--- src/hw/rtl/tfm_pkg.sv ---
package tfm_pkg;

    // Filter storage and register port geometry
    localparam int MAX_FILTER_BYTES_DEF = 32;
    localparam int FILTER_WORDS         = 4;
    localparam int DATA_W               = 64;
    localparam int FILTER_BITS          = FILTER_WORDS * DATA_W;
    localparam int LEN_W                = 6;
    localparam int ADDR_W               = 6;

    // Bytes with a special meaning in a filter
    localparam logic [7:0] CHAR_SLASH = 8'h2F;
    localparam logic [7:0] CHAR_HASH  = 8'h23;
    localparam logic [7:0] CHAR_PLUS  = 8'h2B;

    // Register reset values
    localparam logic [DATA_W-1:0] FILTER_0_RESET = 64'd35;
    localparam logic [LEN_W-1:0]  LENGTH_RESET   = 6'd1;

    typedef enum logic [2:0] {
        REG_FILTER_0 = 3'd0,
        REG_FILTER_1 = 3'd1,
        REG_FILTER_2 = 3'd2,
        REG_FILTER_3 = 3'd3,
        REG_LENGTH   = 3'd4
    } reg_idx_t;

    typedef enum logic [1:0] {
        ST_MATCHING = 2'd0,
        ST_FAILED   = 2'd1,
        ST_HASH     = 2'd2
    } status_t;

    // Filter as seen by the matcher
    typedef struct packed {
        logic [FILTER_BITS-1:0] bytes;
        logic [LEN_W-1:0]       length;
    } filter_t;

endpackage

--- src/hw/rtl/tfm_cfg_regs.sv ---
module tfm_cfg_regs
    import tfm_pkg::*;
(
    input  logic              clk,
    input  logic              rst_n,
    input  logic              psel,
    input  logic              penable,
    input  logic              pwrite,
    input  logic [ADDR_W-1:0] paddr,
    input  logic [DATA_W-1:0] pwdata,
    output logic [DATA_W-1:0] prdata,
    output logic              pready,
    output filter_t           filter
);

    logic [DATA_W-1:0] word_reg [FILTER_WORDS];
    logic [LEN_W-1:0]  length_reg;
    logic              wr_en;
    reg_idx_t          idx;

    assign pready = 1'b1;
    assign wr_en  = psel && penable && pwrite;
    assign idx    = reg_idx_t'(paddr[ADDR_W-1:3]);

    // Write the addressed register
    always_ff @(posedge clk or negedge rst_n)
    begin
        if (!rst_n)
        begin
            word_reg[0] <= FILTER_0_RESET;
            word_reg[1] <= '0;
            word_reg[2] <= '0;
            word_reg[3] <= '0;
            length_reg  <= LENGTH_RESET;
        end
        else if (wr_en)
        begin
            case (idx)
                REG_FILTER_0: word_reg[0] <= pwdata;
                REG_FILTER_1: word_reg[1] <= pwdata;
                REG_FILTER_2: word_reg[2] <= pwdata;
                REG_FILTER_3: word_reg[3] <= pwdata;
                REG_LENGTH:   length_reg  <= pwdata[LEN_W-1:0];
                default:      ;
            endcase
        end
    end

    // Read back the addressed register
    always_comb
    begin
        case (idx)
            REG_FILTER_0: prdata = word_reg[0];
            REG_FILTER_1: prdata = word_reg[1];
            REG_FILTER_2: prdata = word_reg[2];
            REG_FILTER_3: prdata = word_reg[3];
            REG_LENGTH:   prdata = {{(DATA_W-LEN_W){1'b0}}, length_reg};
            default:      prdata = '0;
        endcase
    end

    assign filter.bytes  = {word_reg[3], word_reg[2], word_reg[1], word_reg[0]};
    assign filter.length = length_reg;

endmodule

--- src/hw/rtl/tfm_match.sv ---
module tfm_match
    import tfm_pkg::*;
#(
    parameter int MAX_FILTER_BYTES = MAX_FILTER_BYTES_DEF
)
(
    input  logic       clk,
    input  logic       rst_n,
    input  filter_t    filter,
    input  logic [7:0] topic_char,
    input  logic       last_char,
    input  logic       topic_valid,
    output logic       topic_ready,
    output logic       matched,
    output logic       result_valid,
    input  logic       result_ready
);

    localparam int              IDX_W   = $clog2(MAX_FILTER_BYTES);
    localparam logic [LEN_W-1:0] MAX_LEN = LEN_W'(MAX_FILTER_BYTES);
    localparam logic [LEN_W-1:0] ONE     = LEN_W'(1);

    typedef logic [7:0] fbytes_t [MAX_FILTER_BYTES];

    // Byte p of the filter equals ch and lies inside the used length
    function automatic logic byte_is(fbytes_t b, logic [LEN_W-1:0] n,
                                     logic [LEN_W-1:0] p, logic [7:0] ch);
        byte_is = (p < n) && (b[p[IDX_W-1:0]] == ch);
    endfunction

    // The filter level starting at p is exactly the byte ch
    function automatic logic level_is(fbytes_t b, logic [LEN_W-1:0] n,
                                      logic [LEN_W-1:0] p, logic [7:0] ch);
        logic start;
        logic stop;
        start    = (p == '0) || byte_is(b, n, p - ONE, CHAR_SLASH);
        stop     = ((p + ONE) >= n) || byte_is(b, n, p + ONE, CHAR_SLASH);
        level_is = start && byte_is(b, n, p, ch) && stop;
    endfunction

    fbytes_t          fb;
    logic [LEN_W-1:0] len_used;

    logic             in_valid_reg;
    logic [7:0]       in_char_reg;
    logic             in_last_reg;
    logic             proc;

    logic [LEN_W-1:0] pos_reg, pos_next;
    logic             plus_reg, plus_next;
    status_t          status_reg, status_next;
    logic             out_valid_reg;
    logic             matched_reg;

    logic             hash_here;
    logic             plus_here;
    logic             plus_now;
    logic [LEN_W-1:0] pos_cmp;
    logic             verdict;

    // Unpack the filter and clamp its length
    always_comb
    begin
        for (int i = 0; i < MAX_FILTER_BYTES; i++)
        begin
            fb[i] = filter.bytes[8*i +: 8];
        end
    end

    assign len_used = (filter.length > MAX_LEN) ? MAX_LEN : filter.length;

    // Advance when the result side can take what this word produces
    assign proc        = in_valid_reg && (!in_last_reg || !out_valid_reg || result_ready);
    assign topic_ready = !in_valid_reg || proc;

    // Wildcard levels at the current filter position
    assign hash_here = level_is(fb, len_used, pos_reg, CHAR_HASH);
    assign plus_here = level_is(fb, len_used, pos_reg, CHAR_PLUS);
    assign plus_now  = plus_reg || plus_here;
    assign pos_cmp   = (!plus_reg && plus_here) ? (pos_reg + ONE) : pos_reg;

    // Step the filter pointer over one topic byte
    always_comb
    begin
        pos_next    = pos_reg;
        plus_next   = plus_reg;
        status_next = status_reg;
        if (status_reg == ST_MATCHING)
        begin
            if (!plus_reg && hash_here)
            begin
                status_next = ST_HASH;
            end
            else if (plus_now && (in_char_reg != CHAR_SLASH))
            begin
                pos_next  = pos_cmp;
                plus_next = 1'b1;
            end
            else
            begin
                plus_next = 1'b0;
                if (byte_is(fb, len_used, pos_cmp, in_char_reg))
                begin
                    pos_next = pos_cmp + ONE;
                end
                else
                begin
                    status_next = ST_FAILED;
                end
            end
        end
    end

    // Decide the result once the topic has ended
    always_comb
    begin
        case (status_next)
            ST_HASH:   verdict = 1'b1;
            ST_FAILED: verdict = 1'b0;
            ST_MATCHING:
            begin
                if (pos_next == len_used)
                begin
                    verdict = 1'b1;
                end
                else if (plus_next)
                begin
                    verdict = 1'b0;
                end
                else
                begin
                    // topic ended on an empty level
                    verdict = level_is(fb, len_used, pos_next, CHAR_HASH) ||
                              (level_is(fb, len_used, pos_next, CHAR_PLUS) &&
                               ((pos_next + ONE) == len_used));
                end
            end
            default:   verdict = 1'b0;
        endcase
    end

    // Hold the incoming word
    always_ff @(posedge clk or negedge rst_n)
    begin
        if (!rst_n)
        begin
            in_valid_reg <= 1'b0;
        end
        else if (topic_valid && topic_ready)
        begin
            in_valid_reg <= 1'b1;
        end
        else if (proc)
        begin
            in_valid_reg <= 1'b0;
        end
    end

    always_ff @(posedge clk)
    begin
        if (topic_valid && topic_ready)
        begin
            in_char_reg <= topic_char;
            in_last_reg <= last_char;
        end
    end

    // Update the match state; clear it after the last byte
    always_ff @(posedge clk or negedge rst_n)
    begin
        if (!rst_n)
        begin
            pos_reg    <= '0;
            plus_reg   <= 1'b0;
            status_reg <= ST_MATCHING;
        end
        else if (proc)
        begin
            if (in_last_reg)
            begin
                pos_reg    <= '0;
                plus_reg   <= 1'b0;
                status_reg <= ST_MATCHING;
            end
            else
            begin
                pos_reg    <= pos_next;
                plus_reg   <= plus_next;
                status_reg <= status_next;
            end
        end
    end

    // Result register
    always_ff @(posedge clk or negedge rst_n)
    begin
        if (!rst_n)
        begin
            out_valid_reg <= 1'b0;
        end
        else if (proc && in_last_reg)
        begin
            out_valid_reg <= 1'b1;
        end
        else if (result_ready)
        begin
            out_valid_reg <= 1'b0;
        end
    end

    always_ff @(posedge clk)
    begin
        if (proc && in_last_reg)
        begin
            matched_reg <= verdict;
        end
    end

    assign result_valid = out_valid_reg;
    assign matched      = matched_reg;

endmodule

--- src/hw/rtl/topic_filter_match.sv ---
// Channel  | Direction | Handshake                  | Word
// ---------+-----------+----------------------------+---------------------------
// topic    | in        | topic_valid / topic_ready  | topic_char, last_char
// result   | out       | result_valid / result_ready| matched
// config   | in        | psel, penable, pwrite      | paddr, pwdata (64 bit)
//
// One topic byte is taken every cycle; the filter pointer steps once per byte
// in a combinational update between the input register and the result register.
// The result is registered once its last byte leaves the input register.
// A byte that ends a topic waits in the input register while an earlier result
// is still held; other bytes keep flowing.
// Reset (rst_n low, asynchronous) loads the filter "#" and clears match state.
module topic_filter_match
    import tfm_pkg::*;
#(
    parameter int MAX_FILTER_BYTES = MAX_FILTER_BYTES_DEF
)
(
    input  logic              clk,
    input  logic              rst_n,
    input  logic [7:0]        topic_char,
    input  logic              last_char,
    input  logic              topic_valid,
    output logic              topic_ready,
    output logic              matched,
    output logic              result_valid,
    input  logic              result_ready,
    input  logic              psel,
    input  logic              penable,
    input  logic              pwrite,
    input  logic [ADDR_W-1:0] paddr,
    input  logic [DATA_W-1:0] pwdata,
    output logic [DATA_W-1:0] prdata,
    output logic              pready
);

    filter_t filter;

    tfm_cfg_regs u_cfg (
        .clk     (clk),
        .rst_n   (rst_n),
        .psel    (psel),
        .penable (penable),
        .pwrite  (pwrite),
        .paddr   (paddr),
        .pwdata  (pwdata),
        .prdata  (prdata),
        .pready  (pready),
        .filter  (filter)
    );

    tfm_match #(
        .MAX_FILTER_BYTES (MAX_FILTER_BYTES)
    ) u_match (
        .clk          (clk),
        .rst_n        (rst_n),
        .filter       (filter),
        .topic_char   (topic_char),
        .last_char    (last_char),
        .topic_valid  (topic_valid),
        .topic_ready  (topic_ready),
        .matched      (matched),
        .result_valid (result_valid),
        .result_ready (result_ready)
    );

endmodule

--- config.mk ---
export PLATFORM = sky130hd
export DESIGN_NAME = topic_filter_match
export DESIGN_NICKNAME = d
export VERILOG_FILES = /design/src/hw/rtl/tfm_pkg.sv /design/src/hw/rtl/tfm_cfg_regs.sv /design/src/hw/rtl/tfm_match.sv /design/src/hw/rtl/topic_filter_match.sv
export SDC_FILE = /design/constraint.sdc
export NUM_CORES = 1
export LEC_CHECK = 0
export ABC_AREA = 1
export BUFFER_PORTS_ARGS = -buffer_cell sky130_fd_sc_hd__buf_2
export CAP_MARGIN = 20
export CORE_UTILIZATION = 30
export CTS_CLUSTER_DIAMETER = 120
export DETAILED_ROUTE_END_ITERATION = 8
export GPL_TIMING_DRIVEN = 0
export HOLD_SLACK_MARGIN = 0.06
export PLACE_DENSITY_LB_ADDON = 0.15
export SLEW_MARGIN = 20
export SYNTH_ARGS = -nofsm -noshare
export SYNTH_HDL_FRONTEND = slang
export SYNTH_HIERARCHICAL = 1
export SYNTH_SLANG_ARGS = --single-unit
--- constraint.sdc ---
create_clock -name clk -period 14.7 [get_ports clk]
set_input_delay 1.47 -clock clk [delete_from_list [all_inputs] [get_ports clk]]
set_output_delay 1.47 -clock clk [all_outputs]
set_load 0.01 [all_outputs]
-- Word level (Yosys, flattened, before mapping)
Cells that the tools add are included.
W data, S select, Z words.
- add/sub/neg operators: 5
- multiplexer cells: 45
- reduce and logical (&&, ||, !) cells: 51
- magnitude comparators: 17
- equal/unequal tests: 17
- bitwise operators: 7
- operators by type and width (cell ; number):
    $pmux W64 S5 ; 1
    $bmux W8 S5 ; 7
    $mux W8 ; 14
    $eq A8 B6 Y1 const B ; 8
    $ge A6 B6 Y1 const B ; 7
    $lt A6 B6 Y1 ; 7
    $mux W6 ; 7
    $not A5 Y6 ; 7
    $logic_and A1 B1 Y1 ; 26
    $add A6 B1 Y6 const B ; 3
    $eq A6 B6 Y1 ; 2
    $ge A6 B6 Y1 ; 2
    $logic_not A6 Y1 ; 2
    $sub A6 B1 Y6 const B ; 2
    $mux W1 ; 10
    $mux W2 ; 5
    $reduce_and A2 Y1 ; 5
    $logic_or A1 B1 Y1 ; 9
    $eq A8 B8 Y1 ; 1
    $ne A8 B6 Y1 const B ; 1
    $eq A3 B2 Y1 const B ; 2
    $gt A6 B6 Y1 const B ; 1
    $logic_not A1 Y1 ; 4
    $logic_not A2 Y1 ; 2
    6 further kinds ; 7
- register bits: 283
- word-level logic and storage cells: 155

-- Depth between registers and ports, before layout
Gate-level depths: netlist (run 1).
- word-level depth: 37
- gate-level depth with buffers: 61
- depth with buffers taken out: 51

-- By module
Netlist (run 1), hierarchy kept.
- by module, submodules not included (module ; seq. area each (um^2) ; area an instance (um^2) ; instances ; cells each):
    tfm_match ; 575.6 ; 12858.6 ; 1 ; 2669
    tfm_cfg_regs ; 6561.3 ; 11916.4 ; 1 ; 1496

-- Worst setup path after synthesis (run 1)
OpenSTA, ideal clock, no wires.
- path kind: reg-to-reg
- start: reg u_match.pos_reg[0]
- end: reg u_match.matched_reg, in the netlist u_match/matched (data pin)
- cell stages (with the launch flop): 57
- path buffers: 12
- arrival: 7193 ps
- setup time: 146 ps
- slack: 7361 ps
- required time: 14554 ps
- cell sequence: dfrtp_1 buf_6 inv_4 buf_6 buf_4 buf_6 ha_1 clkbuf_1 inv_1 buf_2 buf_2 ha_1 inv_1 nor2_1 o21ai_0 nand3b_1 nand3_1 nand2_1 (+21 left out) nand2_2 buf_2 buf_2 ha_1 clkinv_1 clkbuf_1 ha_1 inv_1 nor2_1 o21ai_0 nand2_1 o21ai_1 a21oi_1 nor2_1 nand3_1 a21oi_1 nand2_1 a21oi_1
- word-level cells in the longest chain between the ends: 37
- elaborated cells between the ends (all ways): 99
- classes of those cells: 5 x add/sub; 9 x order compare; 12 x eq/ne; 36 x mux; 7 x bitwise; 30 x reduce/logical
- RTL lines (item ; line ; RTL):
    from (decl) ; tfm_match.sv:49 ; logic [LEN_W-1:0] pos_reg, pos_next;
    from (signal assigned) ; tfm_match.sv:187 ; pos_reg <= pos_next;
    $sub A6 B1 Y6 ; tfm_match.sv:36 ; start = (p == '0) || byte_is(b, n, p - ONE, CHAR_SLASH);
    $not A5 Y6 (implied by the code) ; tfm_match.sv:28 ; byte_is = (p < n) && (b[p[IDX_W-1:0]] == ch);
    $bmux W8 S5 ; tfm_match.sv:28 ;
    $mux W8 (implied by the code) (2 in a row) ; tfm_match.sv:28 ;
    $eq A8 B6 Y1 ; tfm_match.sv:28 ;
    $logic_and A1 B1 Y1 ; tfm_match.sv:28 ;
    $logic_or A1 B1 Y1 ; tfm_match.sv:36 ;
    $logic_and A1 B1 Y1 (2 in a row) ; tfm_match.sv:38 ; level_is = start && byte_is(b, n, p, ch) && stop;
    (+19 left out) ; -- ;
    $logic_or A1 B1 Y1 ; tfm_match.sv:36 ;
    $logic_and A1 B1 Y1 (2 in a row) ; tfm_match.sv:38 ;
    $logic_and A1 B1 Y1 ; tfm_match.sv:134 ; (level_is(fb, len_used, pos_next, CHAR_PLUS) &&
    $logic_or A1 B1 Y1 ; tfm_match.sv:133 ; verdict = level_is(fb, len_used, pos_next, CHAR_HASH) ||
    $mux W1 ; tfm_match.sv:126 ; else if (plus_next)
    $mux W1 ; tfm_match.sv:122 ; if (pos_next == len_used)
    $pmux W1 S2 (*) ; tfm_match.sv:117 ; case (status_next)
    via u_match.verdict ; tfm_match.sv:59 ; logic verdict;
    to (signal assigned) ; tfm_match.sv:215 ; matched_reg <= verdict;
    to (decl) ; tfm_match.sv:53 ; logic matched_reg;
Mark *: on every way through the listed nets, which the timed path passes. The rest lies on a longest branch. The select of a mux whose other input is x is not followed.
A chain may end at the register's enable or synchronous reset.

-- Worst setup path in the final report (run 1)
- start: reg u_match.pos_reg[1]
- end: reg u_match.matched_reg, in the netlist u_match/matched (data pin)
Same word-level chain as after synthesis.

==> results.py, run 1 <==
metrics = {
    "critical_path": {
        "crit_top_cell": "nand2_1",
        "path_depth": 52,
        "cp-end-kind": "flop",
        "path_max_fanout": 12,
        "slowest_stage": "clkbuf_1",
        "setup.worst_path.class": "reg2reg",
        "critPathTopFamily": "buffers and inverters",
        "critical_path.max_stage_delay_ps": 740,
        "critical_path_buf_inv_count": 16,
        "reg2reg_depth": 52,
        "required_ps": 15110,
        "startpoint_type": "flop",
        "arrival_ps": 11990,
    },
    "synthesis": {
        "synth_xor_area_frac": 0.005252,
        "synth_adder_area_share": 0.02172,
        "synth_edf_count": 10,
        "postSynth.asyncResetShare": 0.9647,
        "synth.top_cell.area_share": 0.2717,
        "yosysTopAreaCell": "dfrtp_1",
        "syn_area_um2": 24780,
        "yosysWarnings": 6,
        "syn_avg_cell_area_um2": 5.948,
        "synth-seq-area-share": 0.2881,
        "ys_seq_elements": 283,
        "synth_area_leaders": "dfrtp_1, nand2_1, nand3_1",
        "synth-main-ff-cell": "dfrtp_1",
        "synth_nets": 4294,
        "synth_compound_area_frac": 0.1370,
        "synth-simple-area-share": 0.4215,
        "synthCells": 4165,
        "synth_top_family_by_area": "simple AND/OR/NAND/NOR gates",
        "yosysUniqueCellTypes": 53,
        "synth.area.mux_share": 0,
    },
    "clock_network": {
        "tritoncts": "done",
        "clock_latency_ps": 560,
        "cts_resized": 0,
        "cts.sinks": 283,
        "cts.htree.levels": 2,
        "cts_setup_buffers": 0,
        "clk_pin_slew_ps": 60,
        "numCtsBuffers": 34,
        "clockRootBuffer": "clkbuf_16",
        "clk_path_buf_depth": 3,
        "ctsHoldBuffers": 0,
    },
    "min_path": {
        "holdPathStages": 2,
        "hold_path_class": "reg2reg",
    },
    "floorplanning": {
        "die_x_um": 289.4,
        "die_area_um2": 83740,
        "start_util": 0.3027,
        "pin_count": 154,
        "die_y_um": 289.4,
        "rows": 105,
        "coreArea_um2": 81850,
    },
    "timing": {
        "setup_viol": 0,
        "tightest_slew_ps": 1023,
        "slew_headroom": 0.3152,
        "rsz0062_at_grt": "no",
        "timing.hold.ws_ps": 517.4,
        "final_max_slew_viol_count": 0,
        "skew_ps": 13.03,
        "fin_crit_sh": 0.7881,
        "layout_min_cycle_time_ps": 11580,
        "setup_tns_ps": 0,
        "hold_viol_final": 0,
        "max_freq_ghz": 0.08632,
    },
    "place": {
        "port-buffer-count": 147,
        "hpwlAfterDp_um": 142300,
        "gp_congestion": 1.101,
        "placed_cells": 5385,
        "placed_area_um2": 26940,
    },
    "global_route": {
        "grt_pass1_vias": 29410,
        "grt_antenna_before_repair": 6,
        "grt.overflow.total": 0,
        "grt_pass1_wl_um": 241400,
        "grtUsageTotal": 0.4191,
        "grt_max_degree": 90,
    },
    "power": {
        "p_per_area_nw_per_um2": 117.2,
        "finalPower_mw": 3.284,
        "ir_drop_uv": 91.29,
        "leakage_nw": 14.01,
    },
    "finish": {
        "fin_area_um2": 28010,
        "drive_gt1_frac": 0.1008,
        "final_cell_mix": "nand2_1, nand3_1, inv_1",
        "fin_nets": 4480,
        "layout_commonest_cell": "nand2_1",
        "largest_register_ffs": 256,
        "fillerInstances": 9448,
        "syn_to_final_growth_pct": 13.06,
        "stdcell_count": 5446,
    },
    "drt": {
        "viasPerCell": 5.867,
        "drc": 0,
        "wl_per_cell_um": 32.65,
        "vias": 31950,
        "wl_um": 177800,
        "ant_nets": 0,
        "drt_pass1_iterations": 6,
        "drtIter0Drc": 4891,
    },
    "run": {
        "max-cap-violations": 0,
    },
    "status": {
        "run_status": "complete, no violations",
    },
}
==> stage by stage <==
step,util,setup slack [ps]
floorplan,-,7361
CTS,0.3422,3409
finish,0.3422,3115
detailed placement,0.3292,3442
global placement,0.3280,3487
global route,0.3422,2845
==> final cells by class <==
type                    instances  area, µm²  share of cell area
inverters                     474       1785             0.06375
clock inverters                 6      58.81            0.002100
well taps                    1070       1339             0.04780
repair buffers                150      828.3             0.02957
plain buffers                 257       1344             0.04798
multi-input cells            3151      14510              0.5180
diodes                          2      5.005           0.0001787
flip-flops and latches        283       7137              0.2548
clock buffers                  53       1003             0.03583
==> per-layer routing <==
layer / wire length, µm / track usage / vias to the layer above
li1: - / - / 13830
met1: 71850 / 0.5521 / 15450
met2: 72610 / 0.6055 / 2154
met3: 19890 / 0.1094 / 500
met4: 13350 / 0.2643 / 14
met5: 103 / 0 / -
==> Yosys cell counts (3+ instances only) <==
master,n
nand2_1,1408
nand3_1,648
inv_1,450
o21ai_0,311
dfrtp_1,269
nor2_1,264
buf_2,143
a21oi_1,127
o21ai_1,127
clkbuf_1,66
nand4_1,48
ha_1,43
o211ai_1,43
buf_4,27
nand3b_1,23
nor3_1,19
inv_2,17
buf_6,13
xor2_1,12
edfxtp_1,10
nand2_2,8
o22ai_1,8
buf_1,7
nor4_1,7
and2_1,6
nor2_2,6
a22oi_1,4
clkinv_1,4
dfstp_2,4
nand3_2,4
nor2_4,4
o221ai_1,4
or2_2,4
and3_1,3
==> worst paths after layout <==
path | to | from | slack, ps
worst max-delay path | u_match/matched | u_match/pos_reg[1] | 3120
worst min-delay path | u_cfg/length_reg[0] | u_cfg/length_reg[0] | 520
worst max register to register | u_match/matched | u_match/pos_reg[1] | 3120
worst min register to register | u_cfg/length_reg[0] | u_cfg/length_reg[0] | 520
max in group asynchronous | u_match/pos_reg[0] | rst_n | 13140
min in group asynchronous | u_cfg/filter[81] | rst_n | 760
==> where the power goes <==
group / internal [mW] / switching [mW] / total (mW)
Combinational: 0.299 / 0.699 / 0.998
Clock: 0.472 / 0.354 / 0.825
Sequential: 0.925 / 0.535 / 1.46
Total: 1.70 / 1.59 / 3.28
==> kinds of logic (layout without fill, tap and decap cells) <==
| group | Yosys count | count (layout) |
|---|---|---|
| buf+inv | 731 | 940 |
| xor+xnor | 14 | 14 |
| other cells | 1 | 3 |
| flops | 283 | 283 |
| simple gates | 2456 | 2456 |
| fa+ha+maj | 43 | 43 |
| compound gates | 637 | 637 |
==> worst register-to-register path: cells and delay by family (launching register included) <==
family	cells	cell delay, ps
buf+inv	16	5050
simple gates	22	2370
fa+ha+maj	5	1860
compound gates	9	1800
flops	1	400
No activity file was read; power rests on OpenSTA's default activity.
==> inputs of run 2 (changes only) <==
Clock period 14.7 ns to 11.3 ns, I/O delays scaled along.
==> results.py, run 2 (synthesis gave the netlist of run 1 again) <==
metrics = {
    "drt": {
        "drt_pass1_iterations": 6,
        "viasPerCell": 5.877,
        "vias": 32010,
        "drc": 0,
        "wl_um": 177600,
        "wl_per_cell_um": 32.61,
        "ant_nets": 0,
        "drtIter0Drc": 4919,
    },
    "clock_network": {
        "cts.htree.levels": 2,
        "clk_path_buf_depth": 3,
        "tritoncts": "done",
        "numCtsBuffers": 34,
        "clock_latency_ps": 560,
        "clockRootBuffer": "clkbuf_16",
        "clk_pin_slew_ps": 60,
        "cts_setup_buffers": 0,
        "cts.sinks": 283,
    },
    "global_route": {
        "met3_usage": 0.1094,
        "grt_max_degree": 90,
        "grt.overflow.total": 0,
        "grtUsageTotal": 0.4191,
        "grt_pass1_wl_um": 241400,
        "met2_usage": 0.6055,
        "gr-usage-met1": 0.5521,
        "grt_antenna_before_repair": 6,
        "grt_pass1_vias": 29410,
        "top_usage_layer": "met2",
    },
    "floorplanning": {
        "rows": 105,
        "die_area_um2": 83740,
        "start_util": 0.3027,
        "die_x_um": 289.4,
        "pin_count": 154,
        "coreArea_um2": 81850,
        "die_y_um": 289.4,
    },
    "finish": {
        "drive_gt1_frac": 0.1015,
        "syn_to_final_growth_pct": 13.08,
        "final_cell_mix": "nand2_1, nand3_1, inv_1",
        "fin_nets": 4479,
        "fin_area_um2": 28010,
        "layout_commonest_cell": "nand2_1",
        "largest_register_ffs": 256,
        "fillerInstances": 9442,
    },
    "power": {
        "finalPower_mw": 4.272,
        "ir_drop_uv": 119.0,
        "leakage_nw": 14.02,
        "p_per_area_nw_per_um2": 152.5,
    },
    "timing": {
        "tightest_slew_ps": 1037,
        "setup_tns_ps": 0,
        "max_freq_ghz": 0.09028,
        "hold_viol_final": 0,
        "fin_crit_sh": 0.9802,
        "final_max_slew_viol_count": 0,
        "layout_setup_ws_ps": 223.4,
        "slew_headroom": 0.3058,
        "setup_viol": 0,
        "layout_min_cycle_time_ps": 11080,
        "timing.hold.ws_ps": 416.9,
        "rsz0062_at_grt": "no",
        "skew_ps": 11.74,
    },
    "critical_path": {
        "startpoint_type": "flop",
        "required_ps": 11610,
        "critical_path.max_stage_delay_ps": 600,
        "setup.worst_path.class": "reg2reg",
        "path_max_fanout": 12,
        "cp-end-kind": "flop",
        "slowest_stage": "buf_1",
        "crit_top_cell": "nand3_1",
        "arrival_ps": 11380,
    },
    "status": {
        "run_status": "complete, no violations",
    },
    "place": {
        "placed_area_um2": 26940,
        "dp_slack_ps": 42.06,
        "gp_congestion": 1.101,
        "hpwlAfterDp_um": 142300,
        "port-buffer-count": 147,
    },
    "min_path": {
        "hold_path_class": "in2async",
    },
    "run": {
        "max-cap-violations": 0,
    },
}
[run 2: worst paths after layout]
check / startpoint / endpoint / slack, ps / cells past startpoint
min reg2reg: u_cfg/length_reg[0] / u_cfg/length_reg[0] / 520 / 2
max: u_match/pos_reg[0] / u_match/matched / 220 / 52
min: rst_n / u_cfg/filter[81] / 420 / 1
max reg2reg: u_match/pos_reg[0] / u_match/matched / 220 / 52
min in group clk: u_cfg/length_reg[0] / u_cfg/length_reg[0] / 520 / 2
max in group asynchronous: rst_n / u_match/pos_reg[0] / 10080 / 2
[run 2: per-stage QoR]
stage            util  std cells
2_1_floorplan       -       4165
3_3_place_gp   0.3280       5382
3_5_place_dp   0.3292       5385
4_1_cts        0.3422       5444
5_1_grt        0.3422       5443
6_report       0.3423       5447
[run 2: timing repair]
action,CTS,global route
endpoints found under the setup margin,0,1
resized for setup,0,6
hold buffers,0,0
[run 2: cell type report]
| cell class | count | area (µm²) | share of cell area |
|---|---|---|---|
| antenna | 4 | 10.01 | 0.0003573 |
| buffer | 256 | 1344 | 0.04797 |
| clock buffer | 53 | 1003 | 0.03582 |
| clock inverter | 6 | 58.81 | 0.002099 |
| inverter | 474 | 1785 | 0.06373 |
| multi-input combinational | 3151 | 14510 | 0.5179 |
| sequential | 283 | 7137 | 0.2548 |
| tap | 1070 | 1339 | 0.04779 |
| timing repair buffer | 150 | 828.3 | 0.02957 |
[run 2: worst max-delay path: cells and delay by family (launching register included)]
family | cells | cell delay [ps]
DFF | 1 | 450
AOI/OAI and AO/OA | 3 | 300
adders and majority gates | 3 | 890
buffers and inverters | 17 | 4570
and+or+nand+nor | 29 | 4510
[run 2: metal layers]
| metal | vias to the layer above | wire (µm) |
|---|---|---|
| li1 | 13840 | - |
| met1 | 15450 | 71540 |
| met2 | 2224 | 72720 |
| met3 | 487 | 20090 |
| met4 | 8 | 13250 |
| met5 | - | 53 |
[run 2: where the power goes]
group	leakage [nW]	total [mW]	switching (mW)	internal (mW)
sequential	3.53	1.90	0.695	1.20
combinational	9.97	1.30	0.908	0.389
clock	0.515	1.08	0.462	0.614
total	14.0	4.27	2.07	2.21
